### src/rtl/kill_ring_byte_store_assert.svh
// ----------------------------------------------------------------------------
// kill_ring_byte_store_assert.svh
// Assertion macros for the kill ring RTL.
// ----------------------------------------------------------------------------
`ifndef KILL_RING_BYTE_STORE_ASSERT_SVH
`define KILL_RING_BYTE_STORE_ASSERT_SVH

// same-cycle implication, clocked on clk, off during reset
`define KRBS_ASSERT_NOW(lbl, ante, cons, msg) \
	lbl: assert property (@(posedge clk) disable iff (!arst_n) (ante) |-> (cons)) \
		else $error(msg);

// next-cycle implication
`define KRBS_ASSERT_NEXT(lbl, ante, cons, msg) \
	lbl: assert property (@(posedge clk) disable iff (!arst_n) (ante) |=> (cons)) \
		else $error(msg);

`endif

### src/rtl/krbs_ram.sv
// ----------------------------------------------------------------------------
// krbs_ram
// Generic simple dual-port RAM, one write and one registered read port.
// ----------------------------------------------------------------------------
module krbs_ram #(
	parameter int WIDTH = 8,
	parameter int DEPTH = 16
) (
	input  logic                     clk,
	input  logic                     we,
	input  logic [$clog2(DEPTH)-1:0] waddr,
	input  logic [WIDTH-1:0]         wdata,
	input  logic                     re,
	input  logic [$clog2(DEPTH)-1:0] raddr,
	output logic [WIDTH-1:0]         rdata
);

	logic [WIDTH-1:0] mem [DEPTH];
	logic [WIDTH-1:0] rdata_q;

	always_ff @(posedge clk) begin
		if (we) begin
			mem[waddr] <= wdata;
		end
		if (re) begin
			rdata_q <= mem[raddr];
		end
	end

	assign rdata = rdata_q;

endmodule

### config.mk
export PLATFORM = sky130hd
export DESIGN_NAME = krbs_ram
export DESIGN_NICKNAME = d
export VERILOG_FILES = /design/src/rtl/kill_ring_byte_store_assert.svh /design/src/rtl/krbs_ram.sv
export SDC_FILE = /design/constraint.sdc
export NUM_CORES = 1
export LEC_CHECK = 0
export ABC_AREA = 1
export ABC_CLOCK_PERIOD_IN_PS = 2400
export BUFFER_PORTS_ARGS = -buffer_cell sky130_fd_sc_hd__buf_4
export CORE_MARGIN = 1
export CORE_UTILIZATION = 50
export DETAILED_ROUTE_END_ITERATION = 10
export GPL_ROUTABILITY_DRIVEN = 0
export PLACE_DENSITY = 0.67
export SYNTH_ARGS = -nofsm -noshare
export SYNTH_HDL_FRONTEND = slang
export SYNTH_SLANG_ARGS = --single-unit
### constraint.sdc
create_clock -name clk -period 2.4 [get_ports clk]
set_input_delay 0.24 -clock clk [delete_from_list [all_inputs] [get_ports clk]]
set_output_delay 0.24 -clock clk [all_outputs]
set_load 0.1 [all_outputs]
==> results.json <==
{
  "status": "finished, final reports clean",
  "clkTransAtPathRegs_ns": 0.06,
  "rows": 39,
  "critPathArrivalTime_ns": 1.54,
  "vias_per_cell": 5.25,
  "avgSynthCellArea_um2": 10.6,
  "wl_um": 13000,
  "post-route-util_pct": 59.1,
  "ys_ff_latch": 136,
  "total_power_w": 0.00580,
  "dpl.cell_count": 705,
  "die_area_um2": 12100,
  "antenna_found_initial": 0,
  "end_kind": "register",
  "critPathMaxFanout": 23,
  "synth.area.top_cells": "edfxtp_1 70%, nand2_1 11%, nand3_1 8.3%",
  "fp.dieW_um": 110,
  "synthToLayoutAreaGrowth_pct": 15.4,
  "via_count": 3870,
  "p_per_area_nw_per_um2": 860,
  "io_buffers": 26,
  "r2r_slack_ns": 1.18,
  "hpwl_um": 7870,
  "dominantRegCellSynth": "edfxtp_1",
  "clock_skew_ns": 0.00818,
  "yosysMostFrequentCell": "nand2_1",
  "maxCapViolCount": 0,
  "grt-ovfl-total": 0,
  "fmax_mhz": 727,
  "core-area_um2": 11400,
  "rsz0062_at_grt": "no",
  "power.leakage_nw": 2.89,
  "antenna_cells": 0,
  "cts_tree": "done",
  "grt_pass1_vias": 3888,
  "min_path_type": "primary input to register",
  "initial_core_util_pct": 51.2,
  "required_ns": 2.56,
  "grt_first_pass_wirelength_um": 20800,
  "netlist_instances": 551,
  "cts_buffer_depth": 2,
  "yosysTopAreaCellShare_pct": 69.8,
  "synthDistinctLibCells": 11,
  "cts_resized": 0,
  "cts.sinks": 136,
  "synth_warnings": 0,
  "maxSlewViolCount": 0,
  "insertion_delay_ns": 0.42,
  "syn_area_um2": 5850,
  "place_area_um2": 6130,
  "worst_pin_slew_ns": 0.807,
  "synthTopCellsByCount": "173 x nand2_1, 136 x edfxtp_1, 100 x inv_1, 97 x nand3_1, 17 x nor2_1",
  "tns_ns": 0,
  "design_area_um2": 6750,
  "finalNetCount": 600,
  "yosysTopAreaCell": "edfxtp_1",
  "drcViolationCount": 0,
  "setup_viol": 0,
  "postCtsSetupBuffers": 0,
  "die_h_um": 110,
  "clockRootBuffer": "clkbuf_16",
  "async_reset_ff_share_pct": 0,
  "yosysSeqAreaShare_pct": 69.8,
  "hold_viol": 0,
  "first_pass_iters": 5,
  "vdd.ir_drop.worst_mv": 0.790,
  "finalCritPeriodShare_pct": 57.3,
  "cts_hold_buf": 0,
  "path_class": "primary input to register",
  "routedWlPerCell_um": 17.7,
  "ant_nets": 0,
  "startpoint_type": "primary input",
  "post-route-min-period_ns": 1.37,
  "maxSlewHeadroom_pct": 46.0,
  "numCtsBuffers": 17,
  "layout.cells.non_filler": 737,
  "ios": 27,
  "htree_levels": 4,
  "grt.total_usage_pct": 24.6,
  "grt_max_degree": 65,
  "syn_nets": 570,
  "drt-initial-drc-count": 394,
  "drive_above_1_share_pct": 11.1,
  "synth_edf_count": 136
}
logic make-up (layout without fill, tap and decap cells):
kind of cell,after synthesis,count (layout),share of synthesized area [%]
buf+inv,126,169,9.39
flops,136,136,69.8
simple gates,289,289,20.8
flip-flops by register name, indices dropped and copies added, names as in the netlist:
| signal | count |
|---|---|
| mem | 128 |
| rdata | 8 |
power by group:
part           internal [W]  switching [W]
combinational      0.000102       0.000308
sequential          0.00268      0.0000157
clock               0.00173       0.000970
total               0.00451        0.00129
critical path, cell delays in order:
cell and delay [ns]:
buf_4 0.12, inv_2 0.35, buf_4 0.30, nand2_1 0.07, nand3_1 0.08, nand3_1 0.10
nand3_1 0.19, nand2_1 0.08
metrics by stage:
step | hold WS [ns] | worst slack, ns
6_report | 0.128 | 1.03
4_1_cts | 0.115 | 1.06
3_5_place_dp | 0.542 | 0.626
3_3_place_gp | 0.534 | 0.664
5_1_grt | 0.107 | 0.938
2_1_floorplan | 0.339 | 1.21
cells in the final DEF, fill, tap and decap left out, drive strengths merged:
cell type and count:
clkinvlp 3, buf 35, nor2 17, nand3b 2, bufinv 4, clkbuf 19
inv 102, nand3 97, edfxtp 136, nand2 173, clkinv 6
metal layers:
layer / part of all wire [%] / GRT usage [%] / vias up
li1: - / - / 1847
met3: 6.8 / 5.70 / 29
met1: 42 / 31.8 / 1842
met4: 2.9 / 12.0 / 0
met2: 48 / 39.5 / 152
met5: 0 / 0 / -
worst paths after layout:
check	from	endpoint	cells past startpoint
worst min-delay path	re	rdata[2]	1
worst min register to register	mem[13][2]	rdata[2]	6
worst max-delay path	raddr[0]	rdata[7]	8
worst max register to register	mem[0][5]	rdata[5]	6
final cells by class:
| cell class | count | area (um^2) |
|---|---|---|
| fillers | 958 | 4670 |
| inverters | 102 | 383 |
| well taps | 143 | 179 |
| repair buffers | 35 | 275 |
| clock buffers | 19 | 433 |
| clock inverters | 13 | 179 |
| flip-flops and latches | 136 | 4080 |
| multi-input cells | 289 | 1210 |
No activity file was read; power rests on OpenSTA's default activity.
