File: src/rtl/kill_ring_byte_store_assert.svh
// ----------------------------------------------------------------------------
// kill_ring_byte_store_assert.svh
// Assertion macros for the kill ring RTL.
// ----------------------------------------------------------------------------
`ifndef KILL_RING_BYTE_STORE_ASSERT_SVH
`define KILL_RING_BYTE_STORE_ASSERT_SVH

// same-cycle implication, clocked on clk, off during reset
`define KRBS_ASSERT_NOW(lbl, ante, cons, msg) \
	lbl: assert property (@(posedge clk) disable iff (!arst_n) (ante) |-> (cons)) \
		else $error(msg);

// next-cycle implication
`define KRBS_ASSERT_NEXT(lbl, ante, cons, msg) \
	lbl: assert property (@(posedge clk) disable iff (!arst_n) (ante) |=> (cons)) \
		else $error(msg);

`endif

File: src/rtl/krbs_pkg.sv
// ----------------------------------------------------------------------------
// krbs_pkg
// Sizes, operation codes and shared types of the kill ring byte store.
// ----------------------------------------------------------------------------
package krbs_pkg;

	localparam int RING_ENTRIES = 64;
	localparam int ENTRY_BYTES  = 1024;

	localparam int SLOT_W  = $clog2(RING_ENTRIES);
	localparam int CNT_W   = $clog2(RING_ENTRIES + 1);
	localparam int OFF_W   = $clog2(ENTRY_BYTES);
	localparam int LEN_W   = $clog2(ENTRY_BYTES + 1);
	localparam int ADDR_W  = SLOT_W + OFF_W;
	localparam int OP_W    = 3;
	localparam int BYTE_W  = 8;
	localparam int INDEX_W = 10;

	localparam logic [OP_W-1:0] OP_NEW_KILL    = 3'd0;
	localparam logic [OP_W-1:0] OP_APPEND      = 3'd1;
	localparam logic [OP_W-1:0] OP_INSERT      = 3'd2;
	localparam logic [OP_W-1:0] OP_READ        = 3'd3;
	localparam logic [OP_W-1:0] OP_YANK_NEWEST = 3'd4;
	localparam logic [OP_W-1:0] OP_YANK_OLDER  = 3'd5;

	typedef struct packed {
		logic [OFF_W-1:0] start;
		logic [LEN_W-1:0] len;
	} entry_t;

	typedef struct packed {
		logic              rd_en;
		logic [SLOT_W-1:0] rd_slot;
		logic              wr_en;
		logic [SLOT_W-1:0] wr_slot;
		entry_t            wr_entry;
	} meta_req_t;

endpackage

File: src/rtl/krbs_ram.sv
// ----------------------------------------------------------------------------
// krbs_ram
// Generic simple dual-port RAM, one write and one registered read port.
// ----------------------------------------------------------------------------
module krbs_ram #(
	parameter int WIDTH = 8,
	parameter int DEPTH = 16
) (
	input  logic                     clk,
	input  logic                     we,
	input  logic [$clog2(DEPTH)-1:0] waddr,
	input  logic [WIDTH-1:0]         wdata,
	input  logic                     re,
	input  logic [$clog2(DEPTH)-1:0] raddr,
	output logic [WIDTH-1:0]         rdata
);

	logic [WIDTH-1:0] mem [DEPTH];
	logic [WIDTH-1:0] rdata_q;

	always_ff @(posedge clk) begin
		if (we) begin
			mem[waddr] <= wdata;
		end
		if (re) begin
			rdata_q <= mem[raddr];
		end
	end

	assign rdata = rdata_q;

endmodule

File: src/rtl/krbs_meta.sv
// ----------------------------------------------------------------------------
// krbs_meta
// Per-entry start/length table: RAM plus valid bits so reset reads as zero.
// ----------------------------------------------------------------------------
module krbs_meta (
	input  logic               clk,
	input  logic               arst_n,
	input  krbs_pkg::meta_req_t req,
	output krbs_pkg::entry_t    rd_entry
);
	import krbs_pkg::*;

	logic [RING_ENTRIES-1:0] valid_q;
	logic                    rd_valid_q;
	entry_t                  ram_rdata;

	krbs_ram #(
		.WIDTH($bits(entry_t)),
		.DEPTH(RING_ENTRIES)
	) u_ram (
		.clk   (clk),
		.we    (req.wr_en),
		.waddr (req.wr_slot),
		.wdata (req.wr_entry),
		.re    (req.rd_en),
		.raddr (req.rd_slot),
		.rdata (ram_rdata)
	);

	always_ff @(posedge clk or negedge arst_n) begin
		if (!arst_n) begin
			valid_q    <= '0;
			rd_valid_q <= 1'b0;
		end else begin
			if (req.wr_en) begin
				valid_q[req.wr_slot] <= 1'b1;
			end
			if (req.rd_en) begin
				rd_valid_q <= valid_q[req.rd_slot];
			end
		end
	end

	assign rd_entry = rd_valid_q ? ram_rdata : '0;

endmodule

File: config.mk
export PLATFORM = sky130hd
export DESIGN_NAME = krbs_meta
export DESIGN_NICKNAME = d
export VERILOG_FILES = /design/src/rtl/kill_ring_byte_store_assert.svh /design/src/rtl/krbs_pkg.sv /design/src/rtl/krbs_ram.sv /design/src/rtl/krbs_meta.sv
export SDC_FILE = /design/constraint.sdc
export NUM_CORES = 1
export LEC_CHECK = 0
export CORE_MARGIN = 2
export CORE_UTILIZATION = 33
export DETAILED_ROUTE_END_ITERATION = 10
export DONT_BUFFER_PORTS = 1
export PLACE_DENSITY = 0.53
export SLEW_MARGIN = 20
export SYNTH_ARGS = -nofsm -noshare
export SYNTH_HDL_FRONTEND = slang
export SYNTH_SLANG_ARGS = --single-unit
File: constraint.sdc
create_clock -name clk -period 5.3 [get_ports clk]
set_clock_uncertainty 0.05 [all_clocks]
set_input_delay 1.59 -clock clk [delete_from_list [all_inputs] [get_ports clk]]
set_output_delay 1.59 -clock clk [all_outputs]
set_load 0.01 [all_outputs]
==> flow_metrics.env <==
export IMPL_clk_latency_ps=770
export IMPL_n_fill_cell=14600
export IMPL_drv_cap=0
export IMPL_cts_buffers=144
export IMPL_fin_nets=2407
export IMPL_yosysTopAreaCell="edfxtp_1"
export IMPL_core_sq_mm=0.165
export IMPL_status="finished, violations left"
export IMPL_placed_cells=4413
export IMPL_async_flop_share_pct=4.55
export IMPL_r2r_start="u_ram.mem[27][13]$_DFFE_PP_"
export IMPL_grt_max_degree=352
export IMPL_areaGrowthSynthToFinish_pct=13.6
export IMPL_crit_required_ps=5730
export IMPL_slowest_delay_ps=670
export IMPL_cts_tree="built"
export IMPL_cp_num_buf_inv=0
export IMPL_antenna_violating_nets_post_route=0
export IMPL_hold_slack_ps=415
export IMPL_dpl_cell_area_sq_mm=0.0575
export IMPL_rrSetupSlack_ps=2440
export IMPL_cp_max_fo=341
export IMPL_ys_warnings_count=0
export IMPL_crit_end="u_ram.rdata[5]$_DFFE_PP_"
export IMPL_end_kind="register"
export IMPL_ys_types=30
export IMPL_synth_most_common_cell="edfxtp_1"
export IMPL_slowest_stage="a22oi_1"
export IMPL_worst_setup_path_type="in -> reg"
export IMPL_drt_initial_drc_count=2803
export IMPL_ctsResizeCount=0
export IMPL_grt_pass1_wl_mm=194
export IMPL_initial_core_util_pct=33.2
export IMPL_dp_slack_ps=1190
export IMPL_hold_viol_final=0
export IMPL_p_total_mw=23.3
export IMPL_tightest_slew_ps=1550
export IMPL_setup_viol=0
export IMPL_final_util_pct=37.7
export IMPL_remaining_drc_errors=0
export IMPL_stdcell_area_sq_mm=0.0620
export IMPL_holdCritPathClass="reg -> reg"
export IMPL_cp_arrival_ps=4350
export IMPL_io_buffers=0
export IMPL_yosysTopAreaCellShare_pct=75.1
export IMPL_crit_chain="mux4_2 > mux4_2 > a22oi_1 > nand2_1"
export IMPL_cts_root_buffer="clkbuf_16"
export IMPL_cts_htree_levels=4
export IMPL_routed_wl_mm=138
export IMPL_clk_path_buf_depth=3
export IMPL_dp_hpwl_mm=71.2
export IMPL_tns_ps=0
export IMPL_relSlewSlack_pct=-3.09
export IMPL_ir_worst_vdd_mv=0.278
export IMPL_ys_seq_area_share_pct=78.1
export IMPL_syn_area_per_cell_sq_um=24.0
export IMPL_num_rows=149
export IMPL_crit_top_cell="mux4_2"
export IMPL_synth_seq_cells=1430
export IMPL_r2r_end="u_ram.rdata[13]$_DFFE_PP_"
export IMPL_fmax_mhz=256
export IMPL_leakage_nw=19.2
export IMPL_syn_nets=2308
export IMPL_grt_pass1_vias=25600
export IMPL_ios=58
export IMPL_clk_pin_slew_ps=70
export IMPL_rsz0062_at_grt="false"
export IMPL_synth_edff_count=1365
export IMPL_syn_area_sq_mm=0.0546
export IMPL_postCtsSetupRepairBufs=0
export IMPL_slew_viol_final=45
export IMPL_vias=24400
export IMPL_synthFlopType="edfxtp_1"
export IMPL_r2r_cells=4
export IMPL_dieArea_sq_mm=0.169
export IMPL_dr_pass1_iters=5
export IMPL_dieWidth_microns=411
export IMPL_fin_crit_sh_pct=73.8
export IMPL_final_layout_size_suffix_gt1_share_pct=33.3
export IMPL_cp_top_family="multiplexers"
export IMPL_vias_per_cell=5.22
export IMPL_cp_num_cells=4
export IMPL_post_drt_wl_per_cell_microns=29.6
export IMPL_synth_area_top_cells="edfxtp_1 75%, mux4_2 18%, dfrtp_1 3.0%"
export IMPL_stdcell_count=4672
export IMPL_fin_ws_ps=1390
export IMPL_violations="slew limit"
export IMPL_overflow=0
export IMPL_grt_use_total_pct=16.4
export IMPL_powerDensity_mw_per_mm2=375
export IMPL_place_congestion=0.830
export IMPL_min_period_ps=3910
export IMPL_synth_common_cells="1365 x edfxtp_1, 429 x mux4_2, 81 x nor2_1"
export IMPL_startpoint_type="input port"
export IMPL_synth_cells=2271
export IMPL_die_h_microns=411
export IMPL_hold_buffers=0
export IMPL_crit_start="req[29]"
export IMPL_clkSinkCount=1430
export IMPL_antenna_found_initial=6
[cells in the final DEF, fill, tap and decap left out, drive strengths merged]
cell type	instances
edfxtp	1365
mux4	429
clkbuf	180
nor2	81
buf	71
or2	66
clkinv	66
dfrtp	65
o22ai	26
and2	22
a22oi	20
mux2i	20
nand2	19
nand3	10
nor2b	7
bufinv	7
nand2b	5
inv	5
diode	2
nor3	2
nand3b	2
a311oi	2
a31oi	2
clkinvlp	2
nand4b	1
nand4	1
or3b	1
or3	1
a211oi	1
a21oi	1
a41o	1
[state kept, by name (all words and copies together), names as in the netlist]
signal / count
rd_valid_q: 1
u_ram.mem: 1344
u_ram.rdata: 21
valid_q: 64
[metal layers]
layer  vias up  GRT usage, %  part of all wire (%)  routed length (microns)
li1       9878             -                     -                        -
met1     13500          22.0                    41                    57200
met2       831          25.7                    47                    65300
met3       184          5.28                   9.1                    12600
met4         2          4.75                   2.2                     2990
met5         -             0                0.0087                       12
[final cells by class]
type | instances | area, sq um | share of cell area (%)
tap | 2189 | 2740 | 4.42
antenna | 2 | 5.00 | 0.00807
clock buffer | 180 | 3990 | 6.44
timing repair buffer | 71 | 596 | 0.960
inverter | 3 | 11.3 | 0.0182
multi-input combinational | 720 | 11500 | 18.6
sequential | 1430 | 42600 | 68.7
clock inverter | 77 | 537 | 0.866
[how the worst min path moves through the flow]
stage	from	end	slack [ps]	cells past startpoint
floorplan	valid_q[12]$_DFFE_PN0P_	valid_q[12]$_DFFE_PN0P_	380	1
global placement	valid_q[15]$_DFFE_PN0P_	valid_q[15]$_DFFE_PN0P_	400	1
detailed placement	valid_q[41]$_DFFE_PN0P_	valid_q[41]$_DFFE_PN0P_	400	1
CTS	arst_n	valid_q[40]$_DFFE_PN0P_	410	0
global route	arst_n	valid_q[44]$_DFFE_PN0P_	420	0
finish	valid_q[41]$_DFFE_PN0P_	valid_q[41]$_DFFE_PN0P_	410	1
[where the power goes]
| part | leakage, nW | switching (mW) | internal [mW] |
|---|---|---|---|
| registers | 13.1 | 0.0959 | 12.6 |
| clock network | 2.23 | 4.14 | 5.66 |
| logic | 3.89 | 0.326 | 0.499 |
[kinds of logic after synthesis]
kind of cell / count (synthesis) / share of synthesized area [%]
flip-flops: 1430 / 78.1
multiplexers: 449 / 18.1
AND/OR/NAND/NOR: 218 / 2.03
buffers and inverters: 121 / 1.14
AO/OA/AOI/OAI: 53 / 0.669
Note: power is estimated with default switching activity, not from simulation.
